### config.mk
export PLATFORM = sky130hd
export DESIGN_NAME = serial_command_frame_splitter_flat
export DESIGN_NICKNAME = d
export VERILOG_FILES = /design/src/sv/scfs_pkg.sv /design/src/sv/scfs_ifs.sv /design/src/sv/serial_command_frame_splitter.sv /design/src/sv/scfs_out_buf.sv /design/src/flat_wrapper.sv
export SDC_FILE = /design/constraint.sdc
export NUM_CORES = 1
export LEC_CHECK = 0
export ABC_AREA = 0
export BUFFER_PORTS_ARGS = -buffer_cell sky130_fd_sc_hd__buf_2
export CORE_ASPECT_RATIO = 0.5
export CORE_UTILIZATION = 60
export DETAILED_ROUTE_END_ITERATION = 7
export PLACE_DENSITY = 0.79
export SLEW_MARGIN = 0
export SYNTH_ARGS = -nofsm -noshare
export SYNTH_HDL_FRONTEND = slang
export SYNTH_SLANG_ARGS = --single-unit
### constraint.sdc
create_clock -name clk_i -period 7.5 [get_ports clk_i]
set_input_delay 0.375 -clock clk_i [delete_from_list [all_inputs] [get_ports clk_i]]
set_output_delay 0.375 -clock clk_i [all_outputs]
set_load 0.01 [all_outputs]
### src/sv/scfs_pkg.sv
// shared types, constants and helpers of the serial command frame splitter
// no dependencies
package scfs_pkg;

  localparam int CHUNK_MAX  = 64;
  localparam int ABSORB_MAX = 4;

  localparam int PosW   = $clog2(CHUNK_MAX + 1);
  localparam int StartW = $clog2(CHUNK_MAX);
  localparam int AbsW   = $clog2(ABSORB_MAX + 1);

  localparam logic [7:0] ChOpen  = 8'h23;  // '#'
  localparam logic [7:0] ChImu   = 8'h24;  // '$'
  localparam logic [7:0] ChExt   = 8'h40;  // '@'
  localparam logic [7:0] ChStar  = 8'h2a;  // '*'
  localparam logic [7:0] ChCr    = 8'h0d;
  localparam logic [7:0] ChLf    = 8'h0a;

  typedef enum logic [2:0] {
    SEG_PASS    = 3'd0,
    SEG_IMU     = 3'd1,
    SEG_EXT     = 3'd2,
    SEG_CONSOLE = 3'd3,
    SEG_FWD     = 3'd4
  } seg_type_e;

  typedef struct packed {
    seg_type_e          seg_type;
    logic [StartW-1:0]  seg_start;
    logic [PosW-1:0]    seg_length;
    logic               last_of_item;
  } seg_desc_t;

  // descriptors produced by one byte
  typedef struct packed {
    logic [1:0]       cnt;
    seg_desc_t [1:0]  desc;
  } seg_pair_t;

  // append a descriptor, a third one is dropped
  function automatic seg_pair_t put_seg(seg_pair_t p, seg_type_e t,
                                        logic [StartW-1:0] s, logic [PosW-1:0] l);
    seg_pair_t r;
    r = p;
    if (p.cnt < 2'd2) begin
      r.desc[p.cnt[0]].seg_type     = t;
      r.desc[p.cnt[0]].seg_start    = s;
      r.desc[p.cnt[0]].seg_length   = l;
      r.desc[p.cnt[0]].last_of_item = 1'b0;
      r.cnt = p.cnt + 2'd1;
    end
    return r;
  endfunction

endpackage

### src/sv/scfs_ifs.sv
// valid/ready channel interfaces: input bytes and segment descriptors
// depends on scfs_pkg
interface scfs_byte_if;
  import scfs_pkg::*;
  logic       valid;
  logic       ready;
  logic [7:0] data_byte;
  logic       chunk_last;

  modport source (output valid, output data_byte, output chunk_last, input ready);
  modport sink   (input valid, input data_byte, input chunk_last, output ready);
endinterface

interface scfs_seg_if;
  import scfs_pkg::*;
  logic              valid;
  logic              ready;
  logic [2:0]        seg_type;
  logic [StartW-1:0] seg_start;
  logic [PosW-1:0]   seg_length;
  logic              last_of_item;

  modport source (output valid, output seg_type, output seg_start, output seg_length,
                  output last_of_item, input ready);
  modport sink   (input valid, input seg_type, input seg_start, input seg_length,
                  input last_of_item, output ready);
endinterface

### src/sv/serial_command_frame_splitter.sv
// serial command frame splitter: one chunk byte in, up to two segment descriptors out
// Usage: bytes of a received chunk arrive on in_i (valid/ready), chunk_last set on
// the final byte. A '#' opens a frame, the next '$', '@' or '*' closes it, and up
// to ABSORB_MAX following CR/LF bytes are absorbed into it. Descriptors (type,
// start offset, length, last_of_item) leave on out_o, one per transfer, in order.
// cfg_we_i/cfg_wdata_i write console_mode; write it only while the block is idle.
// Descriptors of a byte are registered and visible the cycle after its transfer.
// Throughput: one byte per cycle while each byte yields at most one descriptor
// and the receiver is ready; a byte that yields two holds off the next byte until
// its first descriptor has left. The two-entry result register sets this figure.
// Bytes past CHUNK_MAX within a chunk are dropped; all parse state clears at
// the chunk end. Reset clears parse state, console_mode and the result register.
// When the receiver stalls, results hold on out_o and in_i.ready drops until the
// result register drains.
// depends on scfs_pkg, scfs_ifs, scfs_out_buf
module serial_command_frame_splitter (
  input  logic         clk_i,
  input  logic         rst_ni,
  input  logic         cfg_we_i,
  input  logic         cfg_wdata_i,
  scfs_byte_if.sink    in_i,
  scfs_seg_if.source   out_o
);
  import scfs_pkg::*;

  logic              console_q;
  logic [PosW-1:0]   pos_q, pos_d;
  logic [StartW-1:0] frame_start_q, frame_start_d;
  logic [PosW-1:0]   seg_end_q, seg_end_d;
  logic              opener_q, opener_d;
  seg_type_e         pend_type_q, pend_type_d;
  logic [AbsW-1:0]   absorb_q, absorb_d;
  logic [PosW-1:0]   pend_len_q, pend_len_d;

  seg_pair_t res;
  logic      accept;
  logic      can_load;
  logic      active;
  logic      done;
  logic      is_crlf;
  logic      is_closer;
  logic [7:0] b;

  assign accept    = in_i.valid && can_load;
  assign in_i.ready = can_load;
  assign b         = in_i.data_byte;
  assign is_crlf   = (b == ChCr) || (b == ChLf);
  assign is_closer = (b == ChImu) || (b == ChExt) || (b == ChStar);
  assign active    = (pos_q < PosW'(CHUNK_MAX));

  always_comb begin
    pos_d         = pos_q;
    frame_start_d = frame_start_q;
    seg_end_d     = seg_end_q;
    opener_d      = opener_q;
    pend_type_d   = pend_type_q;
    absorb_d      = absorb_q;
    pend_len_d    = pend_len_q;
    res           = '0;
    done          = 1'b0;

    if (active) begin
      if (pend_type_q != SEG_PASS) begin
        if (is_crlf && (absorb_q < AbsW'(ABSORB_MAX))) begin
          absorb_d = absorb_q + AbsW'(1);
          // console frames consume the line end without counting it
          if (pend_type_q != SEG_CONSOLE) begin
            pend_len_d = pend_len_q + PosW'(1);
          end
          seg_end_d = pos_q + PosW'(1);
          done      = 1'b1;
          if (absorb_d >= AbsW'(ABSORB_MAX)) begin
            res         = put_seg(res, pend_type_d, frame_start_d, pend_len_d);
            pend_type_d = SEG_PASS;
            absorb_d    = '0;
            pend_len_d  = '0;
          end
        end else begin
          res         = put_seg(res, pend_type_d, frame_start_d, pend_len_d);
          pend_type_d = SEG_PASS;
          absorb_d    = '0;
          pend_len_d  = '0;
        end
      end

      if (!done) begin
        if (b == ChOpen) begin
          opener_d      = 1'b1;
          frame_start_d = pos_q[StartW-1:0];
        end else if (opener_q && is_closer) begin
          case (b)
            ChImu:   pend_type_d = SEG_IMU;
            ChExt:   pend_type_d = SEG_EXT;
            default: pend_type_d = console_q ? SEG_CONSOLE : SEG_FWD;
          endcase
          pend_len_d = pos_q - PosW'(frame_start_q) + PosW'(1);
          absorb_d   = '0;
          opener_d   = 1'b0;
          seg_end_d  = pos_q + PosW'(1);
        end else if (opener_q && (seg_end_d != PosW'(frame_start_q))) begin
          // text ahead of the open frame goes out as passthrough
          if (PosW'(frame_start_q) > seg_end_d) begin
            res = put_seg(res, SEG_PASS, seg_end_d[StartW-1:0],
                          PosW'(frame_start_q) - seg_end_d);
          end
          seg_end_d = PosW'(frame_start_q);
        end
      end
      pos_d = pos_q + PosW'(1);
    end

    if (in_i.chunk_last) begin
      if (pend_type_d != SEG_PASS) begin
        res = put_seg(res, pend_type_d, frame_start_d, pend_len_d);
      end
      if (seg_end_d < pos_d) begin
        res = put_seg(res, SEG_PASS, seg_end_d[StartW-1:0], pos_d - seg_end_d);
      end
      pos_d         = '0;
      frame_start_d = '0;
      seg_end_d     = '0;
      opener_d      = 1'b0;
      pend_type_d   = SEG_PASS;
      absorb_d      = '0;
      pend_len_d    = '0;
    end

    // cnt of one marks entry 0, cnt of two marks entry 1
    if (res.cnt != 2'd0) begin
      res.desc[res.cnt[1]].last_of_item = 1'b1;
    end
  end

  always_ff @(posedge clk_i or negedge rst_ni) begin
    if (!rst_ni) begin
      console_q     <= 1'b0;
      pos_q         <= '0;
      frame_start_q <= '0;
      seg_end_q     <= '0;
      opener_q      <= 1'b0;
      pend_type_q   <= SEG_PASS;
      absorb_q      <= '0;
      pend_len_q    <= '0;
    end else begin
      if (cfg_we_i) begin
        console_q <= cfg_wdata_i;
      end
      if (accept) begin
        pos_q         <= pos_d;
        frame_start_q <= frame_start_d;
        seg_end_q     <= seg_end_d;
        opener_q      <= opener_d;
        pend_type_q   <= pend_type_d;
        absorb_q      <= absorb_d;
        pend_len_q    <= pend_len_d;
      end
    end
  end

  scfs_out_buf u_out_buf (
    .clk_i       (clk_i),
    .rst_ni      (rst_ni),
    .load_i      (accept),
    .load_data_i (res),
    .can_load_o  (can_load),
    .out_o       (out_o)
  );

endmodule

### src/sv/scfs_out_buf.sv
// two-entry result register that hands out the descriptors of one byte in order
// depends on scfs_pkg and scfs_seg_if
module scfs_out_buf (
  input  logic                 clk_i,
  input  logic                 rst_ni,
  input  logic                 load_i,
  input  scfs_pkg::seg_pair_t  load_data_i,
  output logic                 can_load_o,
  scfs_seg_if.source           out_o
);
  import scfs_pkg::*;

  logic [1:0]      cnt_q, cnt_d;
  seg_desc_t [1:0] slot_q, slot_d;
  logic            pop;

  assign pop        = (cnt_q != 2'd0) && out_o.ready;
  // a new byte may enter when the buffer is empty or drains this cycle
  assign can_load_o = (cnt_q == 2'd0) || ((cnt_q == 2'd1) && out_o.ready);

  always_comb begin
    cnt_d  = cnt_q;
    slot_d = slot_q;
    if (load_i) begin
      cnt_d  = load_data_i.cnt;
      slot_d = load_data_i.desc;
    end else if (pop) begin
      cnt_d     = cnt_q - 2'd1;
      slot_d[0] = slot_q[1];
    end
  end

  always_ff @(posedge clk_i or negedge rst_ni) begin
    if (!rst_ni) begin
      cnt_q <= 2'd0;
    end else begin
      cnt_q <= cnt_d;
    end
  end

  always_ff @(posedge clk_i) begin
    slot_q <= slot_d;
  end

  assign out_o.valid        = (cnt_q != 2'd0);
  assign out_o.seg_type     = slot_q[0].seg_type;
  assign out_o.seg_start    = slot_q[0].seg_start;
  assign out_o.seg_length   = slot_q[0].seg_length;
  assign out_o.last_of_item = slot_q[0].last_of_item;

endmodule

### src/flat_wrapper.sv
// flat-port wrapper written by rule: the top's interface ports become plain ports
module serial_command_frame_splitter_flat import scfs_pkg::*;
  (clk_i, rst_ni, cfg_we_i, cfg_wdata_i, in_i_valid, in_i_data_byte, in_i_chunk_last, in_i_ready, out_o_valid, out_o_seg_type, out_o_seg_start, out_o_seg_length, out_o_last_of_item, out_o_ready);
  scfs_byte_if in_i_i ();
  scfs_seg_if out_o_i ();
  input  logic clk_i;
  input  logic rst_ni;
  input  logic cfg_we_i;
  input  logic cfg_wdata_i;
  input wire logic [$bits(in_i_i.valid)-1:0] in_i_valid;
  input wire logic [$bits(in_i_i.data_byte)-1:0] in_i_data_byte;
  input wire logic [$bits(in_i_i.chunk_last)-1:0] in_i_chunk_last;
  output wire logic [$bits(in_i_i.ready)-1:0] in_i_ready;
  output wire logic [$bits(out_o_i.valid)-1:0] out_o_valid;
  output wire logic [$bits(out_o_i.seg_type)-1:0] out_o_seg_type;
  output wire logic [$bits(out_o_i.seg_start)-1:0] out_o_seg_start;
  output wire logic [$bits(out_o_i.seg_length)-1:0] out_o_seg_length;
  output wire logic [$bits(out_o_i.last_of_item)-1:0] out_o_last_of_item;
  input wire logic [$bits(out_o_i.ready)-1:0] out_o_ready;
  assign in_i_i.valid = in_i_valid;
  assign in_i_i.data_byte = in_i_data_byte;
  assign in_i_i.chunk_last = in_i_chunk_last;
  assign in_i_ready = in_i_i.ready;
  assign out_o_valid = out_o_i.valid;
  assign out_o_seg_type = out_o_i.seg_type;
  assign out_o_seg_start = out_o_i.seg_start;
  assign out_o_seg_length = out_o_i.seg_length;
  assign out_o_last_of_item = out_o_i.last_of_item;
  assign out_o_i.ready = out_o_ready;
  serial_command_frame_splitter u_core (.clk_i(clk_i), .rst_ni(rst_ni), .cfg_we_i(cfg_we_i), .cfg_wdata_i(cfg_wdata_i), .in_i(in_i_i), .out_o(out_o_i));
endmodule
==> out/qor.yml <==
timing:
  fmax_ghz: 0.143
  finalHoldViolCount: 0
  maxSlewHeadroom_pct: 19.4
  timing.final.crit_period_ns: 6.98
  fin_tns_setup_ns: 0
  rsz0062_at_grt: "false"
  finClkSkew_ns: 0.0105
  setup_viol: 0
  slew_viol_final: 0
  worst_slew_pin_slew_ns: 1.20
  min_period_over_period_pct: 93.0
  fin_ws_ns: 0.523
synth:
  yosys-top-cells-area: "edfxtp_1 (16%), dfrtp_1 (14%), ha_1 (5.9%)"
  synth.most_common_cell: "nand2_1"
  syn_inst: 799
  postSynthRegisterBits: 71
  syn_nets: 846
  synth_top_area_share_pct: 15.5
  synth_flop_cell: "dfrtp_1"
  syn_area_per_cell_sq_um: 8.22
  yosysUniqueCellTypes: 84
  synth-edff-count: 34
  synthesis.area_sq_um: 6570
  synthArstFlopShare_pct: 52.1
  synth_warnings: 0
  ys_seq_area_share_pct: 29.6
  yosys.area.top_type: "edfxtp_1"
  synth_common_cells: "nand2_1 (77), nor2_1 (69), o21ai_0 (64), a21oi_1 (52), inv_1 (40)"
finish:
  fin_nets: 833
  area_growth_pct: 5.47
  drive_gt1_share_pct: 11.0
  antenna_cells: 0
floorplanning:
  rows: 26
  coreArea_sq_um: 10400
  num_io_pins: 34
  start_util_pct: 63.1
  die_y_um: 76.0
  die_w_um: 150
  die_area_sq_um: 11400
hold_path:
  min-delay-path-class: "input pin to async pin"
placed_design:
  io_buffers: 33
  dpl_worst_slack_ns: 0.748
  hpwl_um: 18000
  place_congestion: 1.07
worst_setup_path:
  cp_max_fo: 13
  crit_type: "flop to flop"
  cp.arrival_ns: 7.06
  crit_path_start_kind: "flop"
  end_kind: "flop"
  worst_ep_required_time_ns: 7.59
run:
  maxCapViolations: 0
routing:
  drc: 0
  finalWirelength_um: 23900
  vias_per_cell: 7.26
  drtIter0Drc: 1049
  vias: 6761
  detail_route.wl_per_cell_um: 25.7
  final_antenna_net_count: 0
  firstDrtPassIters: 7
global_route:
  grt_antenna_before_repair: 0
  grt_overflow: 0
  grt_use_met3_pct: 18.1
  use_met2_pct: 57.6
  grt_pass1_wl_um: 35600
  busiest_layer: "met1"
  grtUsageMet1_pct: 63.1
  grt_pass1_vias: 5946
  grt_max_degree: 53
  grtUsageTotal_pct: 42.9
clock_network:
  ctsResizeCount: 0
  clock-root-buffer: "clkbuf_16"
  cts_buffers: 9
  cts_hold_buffers: 0
  cts_setup_buffers: 0
  clkLatencyLatePin_ns: 0.35
  htreeDepth: 3
  clk_pin_slew_ns: 0.06
  clockBufferDepth: 2
  cts_tree: "built"
  clock-sinks: 71
power_and_ir_drop:
  cellLeakagePower_nw: 2.80
  irDropWorstVdd_v: 0.000173
  power_density_nw_per_um2: 418
status:
  status: "completed"
[cells in the final DEF (no fill, tap or decap), types with 5 or more instances in the layout]
master / instances
nand2_1: 77
nor2_1: 69
o21ai_0: 64
a21oi_1: 52
inv_1: 40
dfrtp_1: 37
edfxtp_1: 34
buf_2: 33
ha_1: 31
nor3_1: 21
nand3_1: 18
xor2_1: 18
a22o_1: 17
o31ai_1: 15
a22oi_1: 15
xnor2_1: 13
mux2i_1: 11
o22ai_1: 11
and2_1: 10
nand4_1: 10
buf_4: 10
clkbuf_16: 9
or3_1: 8
nand2b_1: 8
a21o_1: 8
nor2b_1: 8
a221oi_1: 8
o2111ai_1: 7
o21a_1: 6
and3_1: 6
o211ai_1: 5
o21ai_1: 5
[cell type report]
| cell class | instances | area [sq um] |
|---|---|---|
| fillers | 903 | 3480 |
| inverters | 41 | 154 |
| clock buffers | 10 | 229 |
| flip-flops and latches | 71 | 1950 |
| clock inverters | 6 | 61.3 |
| multi-input cells | 620 | 4120 |
| repair buffers | 43 | 240 |
| well taps | 140 | 175 |
[per-layer routing]
| layer | vias to the layer above | routed length [um] |
|---|---|---|
| met4 | 0 | 586 |
| li1 | 2947 | - |
| met2 | 601 | 9280 |
| met1 | 3139 | 9720 |
| met5 | - | 0 |
| met3 | 74 | 4360 |
[critical path, cell delays in order, from the launching register on]
cell and delay (ns):
dfrtp_1 0.46, or3_1 0.38, o2111ai_2 0.37, o21ai_0 0.47
inv_1 0.09, ha_1 0.34, and3_1 0.18, nand2_1 0.06
inv_1 0.04, and2_1 0.17, a21boi_1 0.61, a22o_1 0.25
a21oi_1 0.06, a21oi_1 0.30, ha_1 0.29, a21o_1 0.26
a21o_1 0.14, a21oi_1 0.10, or4_1 0.41, nand4_1 0.15
mux2i_2 0.16, nor4b_4 0.72, nand2_1 0.40, a2bb2oi_1 0.27
[where the power goes]
group | internal, mW | switching (mW) | leakage [nW] | total [mW]
clock network | 0.258 | 0.188 | 0.144 | 0.445
logic | 0.605 | 1.23 | 1.83 | 1.83
registers | 0.542 | 0.0755 | 0.823 | 0.618
total | 1.41 | 1.49 | 2.80 | 2.90
[final timing paths]
| check | startpoint | end | slack, ns | cells past startpoint |
|---|---|---|---|---|
| setup / recovery | u_core.pend_type_q[1] | u_core.u_out_buf.slot_q[26] | 0.52 | 23 |
| hold / removal | rst_ni | u_core.pend_len_q[2] | 0.18 | 1 |
| setup reg to reg | u_core.pend_type_q[1] | u_core.u_out_buf.slot_q[26] | 0.52 | 23 |
| hold reg to reg | u_core.u_out_buf.cnt_q[1] | u_core.u_out_buf.cnt_q[1] | 0.52 | 1 |
| max in group asynchronous | rst_ni | u_core.u_out_buf.cnt_q[0] | 6.71 | 1 |
| min in group clk_i | cfg_we_i | u_core.console_q | 0.22 | 2 |
[logic make-up after synthesis]
logic type,after synthesis,synth area share (%)
AOI/OAI and AO/OA,275,29.2
and+or+nand+nor,264,20.3
muxes,16,2.57
adders and majority gates,34,6.52
buffers and inverters,108,7.70
xor gates and xnor gates,31,4.13
DFF,71,29.6
[per-stage QoR]
stage / cells / hold slack, ns / total power [mW] / area (sq um) / util, %
floorplan: 799 / 0.0794 / 1.89 / 6570 / -
global placement: 915 / 0.489 / 2.34 / 6640 / 63.7
detailed placement: 915 / 0.507 / 2.36 / 6640 / 63.7
CTS: 931 / 0.200 / 2.80 / 6930 / 66.5
global route: 931 / 0.223 / 3.03 / 6930 / 66.5
finish: 931 / 0.176 / 2.90 / 6930 / 66.5
[flip-flops by register name, indices dropped and copies added (netlist names)]
name                                 count
u_core.u_out_buf.slot_q                 17
u_core.pend_len_q                        7
u_core.pos_q                             7
u_core.seg_end_q                         7
u_core.u_out_buf.out_o.seg_length        7
u_core.frame_start_q                     6
u_core.u_out_buf.out_o.seg_start         6
u_core.absorb_q                          3
u_core.pend_type_q                       3
u_core.u_out_buf.out_o.seg_type          3
u_core.u_out_buf.cnt_q                   2
u_core.console_q                         1
u_core.opener_q                          1
u_core.u_out_buf.out_o.last_of_item      1
Note: power is estimated with default switching activity, not from simulation.
